<file path="config.mk">
export PLATFORM = sky130hd
export DESIGN_NAME = isort_cell
export DESIGN_NICKNAME = d
export VERILOG_FILES = /design/src/hdl/isort_pkg.sv /design/src/hdl/isort_cell.sv
export SDC_FILE = /design/constraint.sdc
export NUM_CORES = 1
export LEC_CHECK = 0
export ABC_AREA = 1
export BUFFER_PORTS_ARGS = -buffer_cell sky130_fd_sc_hd__clkbuf_2
export CAP_MARGIN = 20
export CORE_MARGIN = 2
export CORE_UTILIZATION = 46
export DETAILED_ROUTE_END_ITERATION = 8
export GPL_TIMING_DRIVEN = 0
export PLACE_DENSITY_LB_ADDON = 0.3
export SYNTH_ARGS = -nofsm -noshare
export SYNTH_HDL_FRONTEND = slang
export SYNTH_SLANG_ARGS = --single-unit
export TNS_END_PERCENT = 100
</file>
<file path="constraint.sdc">
create_clock -name clock -period 3.49 [get_ports clock]
set_clock_uncertainty 0.2 [all_clocks]
set_input_delay 0.5235 -clock clock [delete_from_list [all_inputs] [get_ports clock]]
set_output_delay 0.5235 -clock clock [all_outputs]
set_load 0.05 [all_outputs]
</file>
<file path="src/hdl/isort_pkg.sv">
// isort_pkg: shared constants and types for the insertion sorter
// used by isort_cell and insertion_sorter; no dependencies
`timescale 1ns / 1ps
`default_nettype none

package isort_pkg;

   // number of cells in the chain, which is the run capacity (2..64)
   localparam int unsigned MAX_ITEMS = 64;

   // width of one sorted value
   localparam int unsigned VALUE_W = 32;

   // per-cycle command broadcast to every cell
   typedef struct packed {
      logic insert;  // take a new value into the sorted row
      logic shift;   // move the row down one place toward the output
   } cell_ctl_type;

endpackage : isort_pkg

`default_nettype wire

</file>
<file path="src/hdl/isort_cell.sv">
// isort_cell: one compare-and-shift cell of the sorting chain
// depends on isort_pkg for widths and the control struct
`timescale 1ns / 1ps
`default_nettype none

module isort_cell
   import isort_pkg::*;
(
   input  wire logic                      clock,
   input  wire logic                      reset,
   input  wire cell_ctl_type              ctl,
   input  wire logic signed [VALUE_W-1:0] new_value,
   // neighbor one place below (toward the output)
   input  wire logic signed [VALUE_W-1:0] lower_value,
   input  wire logic                      lower_valid,
   input  wire logic                      lower_gt,
   // neighbor one place above
   input  wire logic signed [VALUE_W-1:0] upper_value,
   input  wire logic                      upper_valid,
   output logic signed [VALUE_W-1:0]      value,
   output logic                           valid,
   output logic                           gt
);

   logic signed [VALUE_W-1:0] value_ff;
   logic signed [VALUE_W-1:0] value_in;
   logic                      valid_ff;
   logic                      valid_in;

   // an empty cell counts as greater than anything; equal values stay put
   assign gt = !valid_ff || (value_ff > new_value);

   // next cell contents
   always_comb begin
      value_in = value_ff;
      valid_in = valid_ff;
      if (ctl.shift) begin
         value_in = upper_value;
         valid_in = upper_valid;
      end else if (ctl.insert) begin
         if (gt) begin
            value_in = lower_gt ? lower_value : new_value;
         end
         valid_in = valid_ff | lower_valid;
      end
   end

   // occupancy flag
   always_ff @(posedge clock) begin
      if (reset) begin
         valid_ff <= 1'b0;
      end else begin
         valid_ff <= valid_in;
      end
   end

   // stored value
   always_ff @(posedge clock) begin
      value_ff <= value_in;
   end

   assign value = value_ff;
   assign valid = valid_ff;

endmodule : isort_cell

`default_nettype wire

</file>
# Word-level counts from Yosys, hierarchy flattened
# Index checks and enable logic that the tools add are counted.
# W data, S select, Z words.
dict set report totals {
  reg_bits 33
  output_inout_bits 34
  elab_cells 15
}
dict set report classes {
  magnitude_cmp 1
  muxes 6
  n_bitwise 1
  reduce_logical 5
}
# cell count
set op_table {}
lappend op_table {{$mux W32} 4}
lappend op_table {{$gt A32 B32 Y1} 1}
lappend op_table {{$reduce_bool A2 Y1} 2}
lappend op_table {{$mux W1} 2}
lappend op_table {{$reduce_and A2 Y1} 1}
lappend op_table {{$logic_not A1 Y1} 1}
lappend op_table {{$logic_or A1 B1 Y1} 1}
lappend op_table {{$or A1 B1 Y1} 1}

# Depth between registers and ports, before layout
# Gate-level depths: netlist of run 1.
dict set report depth {
  depth_word 5
  mapped_depth 19
  ltp_nobuf 19
}

# Least setup slack after synthesis of run 1
# Ideal clock, no wire load.
dict set report synth_timing {
  path_type {register to register}
  start {register value_ff[21] (netlist: value[21])}
  end {register value_ff[0] (netlist: value[0]), enable pin}
  setup_ns 0.389
  arrival_time_ns 2.671
  path_slack_ns 0.229
  stages_incl_launch_ff 13
  path_buffers 0
  period_less_slack_ns 3.261
  cell_sequence {edfxtp_1 ha_1 a21oi_1 nor2_1 nor2_1 nand3_1 a21oi_4 nand3_1 nand2_1 nand2_1 nand2_2 nand2_1 nand2_1}
}
dict set report synth_between {
  elab_chain_len 4
}
# item line_no
set synth_lines {}
lappend synth_lines {{from (decl)} isort_cell.sv:25} ;# logic signed [VALUE_W-1:0] value_ff;
lappend synth_lines {{from (signal assigned)} isort_cell.sv:59} ;# value_ff <= value_in;
lappend synth_lines {{$gt A32 B32 Y1} isort_cell.sv:31} ;# assign gt = !valid_ff || (value_ff > new_value);
lappend synth_lines {{$logic_or A1 B1 Y1} isort_cell.sv:31}
lappend synth_lines {{via gt} isort_cell.sv:22} ;# output logic gt
lappend synth_lines {{$reduce_bool A2 Y1 (no source line)} --}
lappend synth_lines {{$reduce_and A2 Y1 (no source line)} --}
# The timed path passes the listed nets, and every way through them passes these cells.
# A chain may end at the register's enable or synchronous reset.

# Worst setup path in the final report of run 1
dict set report layout_timing {
  start {register value_ff[31] (netlist: value[31])}
  end {output gt}
}
dict set report layout_between {
  elab_chain_len 2
}
# item line_no
set layout_lines {}
lappend layout_lines {{$gt A32 B32 Y1} isort_cell.sv:31}
lappend layout_lines {{$logic_or A1 B1 Y1} isort_cell.sv:31}
lappend layout_lines {{to (decl)} isort_cell.sv:22}
# Every way passes these cells.

==> out/qor.json, run 1 <==
{
  "setup_path": {
    "cp-startpoint": "value[31]",
    "crit_path_max_fanout": 4,
    "worst-endpoint-arrival_ns": 2.23,
    "critPathLaunchType": "flip-flop",
    "crit_path_end_kind": "output port",
    "worstReg2RegStart": "value[31]",
    "crit_required_ns": 2.77,
    "worstSetupPathType": "flip-flop to output port"
  },
  "cts": {
    "cts.repair_timing.setup_buffer_count": 0,
    "clock_sink_total": 33,
    "clock_tree.root_cell": "sky130_fd_sc_hd__clkbuf_8",
    "clock_latency_ns": 0.29,
    "cts-hold-fix-buffers": 0,
    "numCtsBuffers": 5,
    "tritoncts": "built",
    "number_of_levels_the_h_tree_was_split_into": 2,
    "cts.clk_slew.worst_paths_ns": 0.08,
    "ctsResizeCount": 0,
    "cts_max_path_buffers": 2
  },
  "synth": {
    "main_combinational_cell_family_by_area_after_synthesis": "compound AO/OA/AOI/OAI gates",
    "synth_edf_count": 32,
    "yosys.area_share.adder_pct": 15.58,
    "cell_type_with_the_largest_total_area_after_synthesis": "sky130_fd_sc_hd__edfxtp_1",
    "synth_seq_cells": 33,
    "synth_xor_area_share_pct": 0,
    "synthDistinctLibCells": 24,
    "syn-num-nets": 434,
    "synth_common_cells": "sky130_fd_sc_hd__nand2_1 (71), sky130_fd_sc_hd__inv_1 (39), sky130_fd_sc_hd__edfxtp_1 (32), sky130_fd_sc_hd__ha_1 (32)",
    "post_synth_mux_area_share_pct": 0,
    "async_reset_ff_share_pct": 0,
    "post_synth_inst_count": 299,
    "yosys.area.top_type_share_pct": 37.39,
    "synthesis.area_um2": 2570,
    "synth.area.top_cells": "sky130_fd_sc_hd__edfxtp_1 (37%), sky130_fd_sc_hd__ha_1 (16%), sky130_fd_sc_hd__nand2_1 (10%)",
    "synth.yosys.seq_area_share_pct": 38.17,
    "synth-simple-area-share_pct": 15.58,
    "synth_ff_type": "sky130_fd_sc_hd__edfxtp_1",
    "post-synth-top-count-cell": "sky130_fd_sc_hd__nand2_1",
    "synth_compound_gate_area_share_pct": 22.40,
    "ys_warn_count": 0,
    "syn_avg_cell_area_um2": 8.595
  },
  "placement": {
    "buffer_ports.inserted": 135,
    "dp.cells": 506,
    "detailedPlacementHpwl_um": 5444,
    "gp_congestion": 0.8157,
    "place_area_um2": 3338
  },
  "global_route": {
    "grt_max_degree": 33,
    "gr-usage-met3_pct": 4.773,
    "grt_antenna_before_repair": 0,
    "remaining_overflow_grt": 0,
    "groute.layer.met2.usage_pct": 38.89,
    "grt_pass1_vias": 2583,
    "grt-busiest-layer": "met2",
    "gr-usage-met1_pct": 28.18,
    "grt_first_pass_wirelength_um": 11130,
    "global_route_usage_sum_pct": 22.71
  },
  "floorplanning": {
    "placeableCoreArea_um2": 5439,
    "floorplan.initialDensity_pct": 47.25,
    "floorplan.die_area_um2": 6201,
    "die_height_um": 78.75,
    "floorplan.die.width_um": 78.75,
    "io-pin-count": 137,
    "row_count": 27
  },
  "timing": {
    "final-setup-viol-count": 0,
    "slew_viol_final": 0,
    "setup_repair_after_global_routing_missed_its_margin": "false",
    "finalSetupTns_ns": 0,
    "finalHoldViolCount": 0,
    "fmaxAchievable_mhz": 338.7,
    "finalWorstPathRequiredPeriod_ns": 2.952,
    "fin_worst_hold_slack_ns": 0.1867,
    "headroom_to_the_max_slew_limit_pct": 45.75,
    "worst_pin_slew_ns": 0.8108,
    "period_share_pct": 84.60
  },
  "detailed_routing": {
    "finalWirelength_um": 6902,
    "antenna_violating_nets_post_route": 0,
    "drt_first_pass_iters": 4,
    "avgRoutedWirePerCell_um": 13.43,
    "avgViaCountPerCell": 4.959,
    "vias": 2549,
    "drtIter0Drc": 118,
    "detail_route.drc_violations": 0
  },
  "job": {
    "cap_viol_max_count": 0
  },
  "hold_path": {
    "holdCritStartpoint": "reset",
    "min_path_type": "input port to flip-flop"
  },
  "outcome": {
    "outcome": "complete, no violations"
  },
  "power": {
    "power.density_cell_area_nw_per_um2": 382.6,
    "finalPower_mw": 1.316,
    "static-leakage-power_nw": 1.778,
    "vdd.ir_drop.worst_mv": 0.2259
  },
  "cells_and_area": {
    "final_cell_count_no_fill": 514,
    "drive_above_1_share_pct": 35.97,
    "post-route-cell-area_um2": 3440,
    "area_growth_syn_to_layout_pct": 33.84,
    "final_net_count": 576,
    "num_antenna_cells": 0
  }
}
[registers in the layout, indices dropped and copies added, names as in the netlist]
signal / count
valid: 1
value: 32
[cells in the final DEF, fill, tap and decap left out]
cell	instances
sky130_fd_sc_hd__a211oi_1	1
sky130_fd_sc_hd__a21o_1	1
sky130_fd_sc_hd__a21oi_1	18
sky130_fd_sc_hd__a21oi_4	1
sky130_fd_sc_hd__buf_2	2
sky130_fd_sc_hd__buf_4	1
sky130_fd_sc_hd__clkbuf_1	10
sky130_fd_sc_hd__clkbuf_2	135
sky130_fd_sc_hd__clkbuf_8	7
sky130_fd_sc_hd__clkinv_2	1
sky130_fd_sc_hd__dfxtp_1	1
sky130_fd_sc_hd__edfxtp_1	32
sky130_fd_sc_hd__ha_1	32
sky130_fd_sc_hd__inv_1	39
sky130_fd_sc_hd__inv_2	3
sky130_fd_sc_hd__nand2_1	70
sky130_fd_sc_hd__nand2_2	4
sky130_fd_sc_hd__nand3_1	3
sky130_fd_sc_hd__nand4_1	2
sky130_fd_sc_hd__nand4_2	1
sky130_fd_sc_hd__nor2_1	14
sky130_fd_sc_hd__nor2_2	2
sky130_fd_sc_hd__nor3_2	1
sky130_fd_sc_hd__o211ai_1	29
sky130_fd_sc_hd__o21a_1	29
sky130_fd_sc_hd__o21a_2	1
sky130_fd_sc_hd__o21ai_0	2
[logic make-up after synthesis]
| family | count (synthesis) |
|---|---|
| DFF | 33 |
| adders and majority gates | 32 |
| and+or+nand+nor | 97 |
| buffers and inverters | 55 |
| AOI/OAI and AO/OA | 82 |
[worst max-delay path, stage by stage (launching register included)]
cell and delay (ns):
sky130_fd_sc_hd__edfxtp_1 0.40, sky130_fd_sc_hd__ha_1 0.37, sky130_fd_sc_hd__nand2_1 0.11, sky130_fd_sc_hd__nor2_2 0.16
sky130_fd_sc_hd__nand2_2 0.08, sky130_fd_sc_hd__nor2_2 0.14, sky130_fd_sc_hd__nand2_1 0.10, sky130_fd_sc_hd__nand2_1 0.06
sky130_fd_sc_hd__nand2_1 0.04, sky130_fd_sc_hd__nand2_1 0.05, sky130_fd_sc_hd__nand2_1 0.07, sky130_fd_sc_hd__nand2_2 0.07
sky130_fd_sc_hd__clkbuf_2 0.27
[per-stage QoR]
stage | utilization [%] | worst slack (ns)
3_5_place_dp | 61.38 | 0.3418
3_3_place_gp | 61.33 | -0.07945
6_report | 63.24 | 0.5375
2_1_floorplan | - | 0.2294
4_1_cts | 63.24 | 0.5441
5_1_grt | 63.24 | 0.3646
[report_power, final]
group,internal (mW),total (mW),switching [mW],leakage [nW]
registers,0.487,0.509,0.0224,0.328
clock network,0.178,0.325,0.147,0.0542
logic,0.163,0.482,0.319,1.40
total,0.828,1.32,0.488,1.78
[layout make-up]
| cell class | instances | area, um2 |
|---|---|---|
| well taps | 72 | 90.09 |
| inverters | 42 | 157.7 |
| plain buffers | 13 | 55.05 |
| flip-flops and latches | 33 | 980.9 |
| clock inverters | 1 | 5.005 |
| fillers | 504 | 1999 |
| multi-input cells | 211 | 1379 |
| repair buffers | 135 | 675.6 |
| clock buffers | 7 | 96.34 |
[worst paths after layout]
path                                   to  slack [ns]  depth (start not counted)
worst max-delay path                   gt        0.54                         12
worst min-delay path                valid        0.19                          2
worst max register to register  value[20]        0.57                         13
worst min register to register      valid        0.39                          2
[routing by layer]
layer | wire length [um] | share of wire [%] | up-vias
li1 | - | - | 1315
met1 | 2963 | 43 | 1130
met2 | 3397 | 49 | 92
met3 | 446 | 6.5 | 12
met4 | 95 | 1.4 | 0
met5 | 0 | 0 | -
(Power assumes the default switching activity.)
==> run 2: changes to the inputs <==
==> constraint.sdc (replaced) <==
create_clock -name clock -period 2.9 [get_ports clock]
set_clock_uncertainty 0.2 [all_clocks]
set_input_delay 0.435 -clock clock [delete_from_list [all_inputs] [get_ports clock]]
set_output_delay 0.435 -clock clock [all_outputs]
set_load 0.05 [all_outputs]
==> run 2 against run 1 <==
Compared with the run above: routed wire length up 4.4%; sequential cell count unchanged; sequential share of layout area down 1.1 points; clock-buffer cell count decreased by 2; sequential power grew 21%; largest cell class unchanged; total power is 33% higher.
==> out/qor.json, run 2 (synthesis results as in run 1) <==
{
  "outcome": {
    "outcome": "complete, no violations"
  },
  "cells_and_area": {
    "largest_register_ffs": 32,
    "area_growth_syn_to_layout_pct": 39.24,
    "drive_above_1_share_pct": 38.39,
    "post-route-cell-area_um2": 3578,
    "mostFrequentLayoutCell": "sky130_fd_sc_hd__clkbuf_2",
    "layout_common_cells": "sky130_fd_sc_hd__clkbuf_2 (134), sky130_fd_sc_hd__nand2_1 (70), sky130_fd_sc_hd__inv_1 (39)",
    "num_antenna_cells": 0,
    "multi_input_comb_area_um2": 1434,
    "fillerInstances": 497,
    "final_net_count": 582,
    "register_area_um2": 980.9
  },
  "timing": {
    "setup_repair_after_global_routing_missed_its_margin": "true",
    "final-setup-viol-count": 0,
    "fmaxAchievable_mhz": 367.5,
    "finalHoldViolCount": 0,
    "period_share_pct": 93.84,
    "slew_viol_final": 0,
    "worst_pin_slew_ns": 0.5203,
    "headroom_to_the_max_slew_limit_pct": 65.31,
    "finalSetupTns_ns": 0,
    "finalWorstPathRequiredPeriod_ns": 2.721
  },
  "placement": {
    "place_area_um2": 3343,
    "gp_congestion": 0.8014,
    "buffer_ports.inserted": 135,
    "detailedPlacementHpwl_um": 5591
  },
  "global_route": {
    "global_route_usage_sum_pct": 23.26,
    "grt_max_degree": 33,
    "grt_pass1_vias": 2597,
    "grt_antenna_before_repair": 0,
    "remaining_overflow_grt": 0,
    "grt_first_pass_wirelength_um": 11360
  },
  "cts": {
    "clock_tree.root_cell": "sky130_fd_sc_hd__clkbuf_8",
    "numCtsBuffers": 5,
    "cts-hold-fix-buffers": 0,
    "cts.clk_slew.worst_paths_ns": 0.08,
    "number_of_levels_the_h_tree_was_split_into": 2,
    "clock_latency_ns": 0.28,
    "cts_max_path_buffers": 2,
    "tritoncts": "built",
    "clock_sink_total": 33
  },
  "hold_path": {
    "hold_path_depth": 2,
    "min_path_type": "input port to flip-flop",
    "holdCritStartpoint": "reset"
  },
  "setup_path": {
    "reg2reg_depth": 13,
    "path_delay_family": "simple AND/OR/NAND/NOR gates",
    "worstSetupPathType": "flip-flop to output port",
    "worst-endpoint-arrival_ns": 2.09,
    "critical-path-max-stage-delay_ns": 0.44,
    "crit_path_end_kind": "output port",
    "timing.critical_path.cells": "ha_4 -> nand4_1 -> nor3_2 -> nand2_1 -> nand2_1 -> nand2_1 -> nand2_1 -> nand2_1 -> nand2_1 -> nand2_1 -> nand2_2 -> buf_6",
    "cp-startpoint": "value[11]",
    "timing.critical_path.slowest_stage_cell": "sky130_fd_sc_hd__edfxtp_1",
    "wp_buf_inv": 1,
    "critical_path_depth": 12,
    "crit_required_ns": 2.27,
    "critPathLaunchType": "flip-flop",
    "crit_path_max_fanout": 3,
    "cpMostUsedCell": "sky130_fd_sc_hd__nand2_1",
    "worstReg2RegStart": "value[11]"
  },
  "floorplanning": {
    "floorplan.die.width_um": 78.75,
    "io-pin-count": 137,
    "die_height_um": 78.75,
    "floorplan.initialDensity_pct": 47.25,
    "placeableCoreArea_um2": 5439,
    "row_count": 27,
    "floorplan.die_area_um2": 6201
  },
  "detailed_routing": {
    "detail_route.drc_violations": 0,
    "avgRoutedWirePerCell_um": 13.86,
    "avgViaCountPerCell": 5.042,
    "finalWirelength_um": 7209,
    "vias": 2622,
    "drtIter0Drc": 68,
    "antenna_violating_nets_post_route": 0,
    "drt_first_pass_iters": 4
  },
  "power": {
    "power.density_cell_area_nw_per_um2": 489.8,
    "static-leakage-power_nw": 1.827,
    "vdd.ir_drop.worst_mv": 0.3105
  },
  "job": {
    "cap_viol_max_count": 0
  }
}
[run 2: worst reg2reg max path, delay by kind of cell, from the launching register on]
kind / cells / cell delay, ns
and+or+nand+nor: 12 / 1.38
DFF: 1 / 0.44
adders and majority gates: 1 / 0.31
[run 2: per-stage QoR]
stage | hold slack (ns) | setup WS (ns) | utilization (%) | power, mW | instances
3_3_place_gp | 0.3295 | 0.1484 | 61.47 | 1.192 | 506
5_1_grt | 0.09958 | -0.01386 | 65.79 | 1.847 | 520
2_1_floorplan | 0.3135 | 0.06732 | - | 1.026 | 299
6_report | 0.1167 | 0.1787 | 65.79 | 1.753 | 520
4_1_cts | 0.1021 | 0.04595 | 63.93 | 1.735 | 514
3_5_place_dp | 0.3437 | 0.06778 | 61.47 | 1.211 | 506
[run 2: layout make-up]
type	count	share of cell area, %
buffer	13	1.538
clock buffer	5	1.923
clock inverter	3	1.818
inverter	42	4.406
multi-input combinational	211	40.07
sequential	33	27.41
tap	72	2.517
timing repair buffer	141	20.31
[run 2: final timing paths]
path | end | slack [ns]
worst min register to register | valid | 0.35
worst min-delay path | valid | 0.12
worst max register to register | value[5] | 0.22
worst max-delay path | gt | 0.18
[run 2: power by group]
group	internal, mW	switching (mW)	total, mW
registers	0.585	0.0300	0.615
clock network	0.342	0.182	0.524
logic	0.217	0.396	0.614
[run 2: layer usage]
metal | share of wire (%) | routed length, um | global-route usage [%] | vias to the layer above
met1 | 42 | 3047 | 28.09 | 1206
met2 | 51 | 3691 | 42.48 | 86
met4 | 0.71 | 51 | 4.912 | 0
met5 | 0 | 0 | 0 | -
met3 | 5.8 | 418 | 5.000 | 4
li1 | - | - | - | 1326
[run 2: timing repair]
item / 4_1_cts / 5_1_grt
hold endpoints to repair: 0 / 0
buffers inserted: 0 / 6
gates resized for setup: 0 / 11
setup endpoints to repair: 0 / 33
==> run 3: changes to the inputs <==
--- a/config.mk
+++ b/config.mk
@@ -9,7 +9,7 @@
 export BUFFER_PORTS_ARGS = -buffer_cell sky130_fd_sc_hd__clkbuf_2
 export CAP_MARGIN = 20
 export CORE_MARGIN = 2
-export CORE_UTILIZATION = 46
+export CORE_UTILIZATION = 44
 export DETAILED_ROUTE_END_ITERATION = 8
 export GPL_TIMING_DRIVEN = 0
 export PLACE_DENSITY_LB_ADDON = 0.3
==> run 3 against run 2 <==
Compared with the run above: die area grew 4.3%; clock-buffer cell count grew 3; via count shrank 2.4%; sequential power is essentially flat; routed wire length shrank 4.6%; hold slack gained 0.0023 ns; critical path depth is the same; total power shrank 11%; utilization shrank 4.0 points; global-route usage shrank 1.6 points.
==> out/qor.json, run 3 (synthesis results as in run 1) <==
{
  "global_route": {
    "grt_max_degree": 33,
    "grt_first_pass_wirelength_um": 10940,
    "remaining_overflow_grt": 0,
    "global_route_usage_sum_pct": 21.71,
    "grt_antenna_before_repair": 0,
    "grt_pass1_vias": 2501
  },
  "power": {
    "vdd.ir_drop.worst_mv": 0.2705,
    "static-leakage-power_nw": 1.774,
    "finalPower_mw": 1.560,
    "power.density_cell_area_nw_per_um2": 453.3
  },
  "setup_path": {
    "crit_path_max_fanout": 4,
    "cpMostUsedCell": "sky130_fd_sc_hd__nand2_1",
    "critPathLaunchType": "flip-flop",
    "reg2reg_depth": 13,
    "reg2reg_setup_slack_ns": 0.29,
    "path_delay_family": "simple AND/OR/NAND/NOR gates",
    "timing.critical_path.cells": "ha_1 -> nand2_1 -> nor2_2 -> nand2_2 -> nor2_2 -> nand2_1 -> nand2_1 -> nand2_1 -> nand2_1 -> nand2_1 -> nand2_2 -> buf_4",
    "critical-path-max-stage-delay_ns": 0.39,
    "crit_path_end_kind": "output port",
    "crit_required_ns": 2.27,
    "worstReg2RegStart": "value[31]",
    "worstSetupPathType": "flip-flop to output port",
    "wp_buf_inv": 1,
    "r2r-end": "value[15]",
    "worst-endpoint-arrival_ns": 2.07,
    "timing.critical_path.slowest_stage_cell": "sky130_fd_sc_hd__edfxtp_1"
  },
  "timing": {
    "worst_pin_slew_ns": 0.5027,
    "setup_repair_after_global_routing_missed_its_margin": "false",
    "fmaxAchievable_mhz": 369.3,
    "headroom_to_the_max_slew_limit_pct": 66.49,
    "finalWorstPathRequiredPeriod_ns": 2.708,
    "final-setup-viol-count": 0,
    "finalSetupTns_ns": 0,
    "finalHoldViolCount": 0,
    "slew_viol_final": 0,
    "period_share_pct": 93.38
  },
  "floorplanning": {
    "floorplan.initialDensity_pct": 46.11,
    "die_height_um": 80.43,
    "floorplan.die_area_um2": 6468,
    "io-pin-count": 137,
    "placeableCoreArea_um2": 5574,
    "floorplan.die.width_um": 80.43,
    "row_count": 27
  },
  "cts": {
    "cts.clk_slew.worst_paths_ns": 0.07,
    "numCtsBuffers": 5,
    "clock_latency_ns": 0.28,
    "tritoncts": "built",
    "cts_max_path_buffers": 2,
    "number_of_levels_the_h_tree_was_split_into": 2,
    "clock_sink_total": 33,
    "clock_tree.root_cell": "sky130_fd_sc_hd__clkbuf_8"
  },
  "detailed_routing": {
    "avgRoutedWirePerCell_um": 13.38,
    "drtIter0Drc": 114,
    "vias": 2560,
    "finalWirelength_um": 6878,
    "avgViaCountPerCell": 4.981,
    "drt_first_pass_iters": 4,
    "antenna_violating_nets_post_route": 0,
    "detail_route.drc_violations": 0
  },
  "cells_and_area": {
    "largest_register_ffs": 32,
    "mostFrequentLayoutCell": "sky130_fd_sc_hd__clkbuf_2",
    "area_growth_syn_to_layout_pct": 33.93,
    "num_antenna_cells": 0,
    "layout_common_cells": "sky130_fd_sc_hd__clkbuf_2 (134), sky130_fd_sc_hd__nand2_1 (70), sky130_fd_sc_hd__inv_1 (39)",
    "final_net_count": 576,
    "drive_above_1_share_pct": 35.97,
    "final_cell_count_no_fill": 514
  },
  "hold_path": {
    "min_path_type": "input port to flip-flop",
    "hold_path_depth": 2,
    "holdCritStartpoint": "reset",
    "hold-path-endpoint": "valid"
  },
  "outcome": {
    "outcome": "complete, no violations"
  },
  "placement": {
    "detailedPlacementHpwl_um": 5519,
    "buffer_ports.inserted": 135,
    "gp_congestion": 0.7675,
    "dp.cells": 506
  },
  "job": {
    "cap_viol_max_count": 0
  }
}
## run 3: worst max path at each step
stage                              from   endpoint  depth (start not counted)
final                         value[31]         gt                         12
after detailed placement  new_value[31]  value[10]                         15
after floorplan               value[21]   value[0]                         12
after CTS                     value[31]         gt                         12
after global routing           value[5]         gt                         14
after global placement    new_value[31]  value[15]                         15
## run 3: where the power goes
group | total [mW] | switching [mW] | internal [mW]
registers | 0.613 | 0.0278 | 0.585
clock network | 0.362 | 0.169 | 0.194
logic | 0.585 | 0.387 | 0.198
total | 1.56 | 0.583 | 0.977
## run 3: cell type report
type | instances | area (um2)
Tap cell | 72 | 90.09
Sequential cell | 33 | 980.9
Buffer | 13 | 55.05
Multi-Input combinational cell | 211 | 1390
Clock buffer | 8 | 90.09
Fill cell | 541 | 2132
Inverter | 42 | 157.7
Timing Repair Buffer | 135 | 678.2
## run 3: stage by stage
step,utilization (%),setup slack [ns],hold WS [ns],cell area (um2)
floorplan,-,0.06732,0.3135,2577
global placement,59.98,0.1484,0.3321,3343
detailed placement,59.98,0.1176,0.3437,3343
CTS,61.59,0.1007,0.1074,3433
global route,61.75,0.006380,0.1096,3442
finish,61.75,0.1921,0.1190,3442
## run 3: routing by layer
metal | up-vias | track usage, % | wire length (um) | share of wire, %
met4 | 0 | 5.932 | 65 | 0.95
met2 | 74 | 38.75 | 3475 | 51
met3 | 7 | 3.596 | 370 | 5.4
met5 | - | 0 | 0 | 0
met1 | 1165 | 26.91 | 2967 | 43
li1 | 1314 | - | - | -
## run 3: worst register-to-register path, delay by kind of cell (launching register included)
kind                     cells  cell delay [ns]
adder cells (fa/ha/maj)      1             0.37
flip-flops                   1             0.39
AND/OR/NAND/NOR             12             1.28
## run 3: what timing repair did
action	in CTS	in global routing
setup endpoints to repair	0	1
gates resized for setup	0	5
hold buffers	0	0
setup buffers	0	0
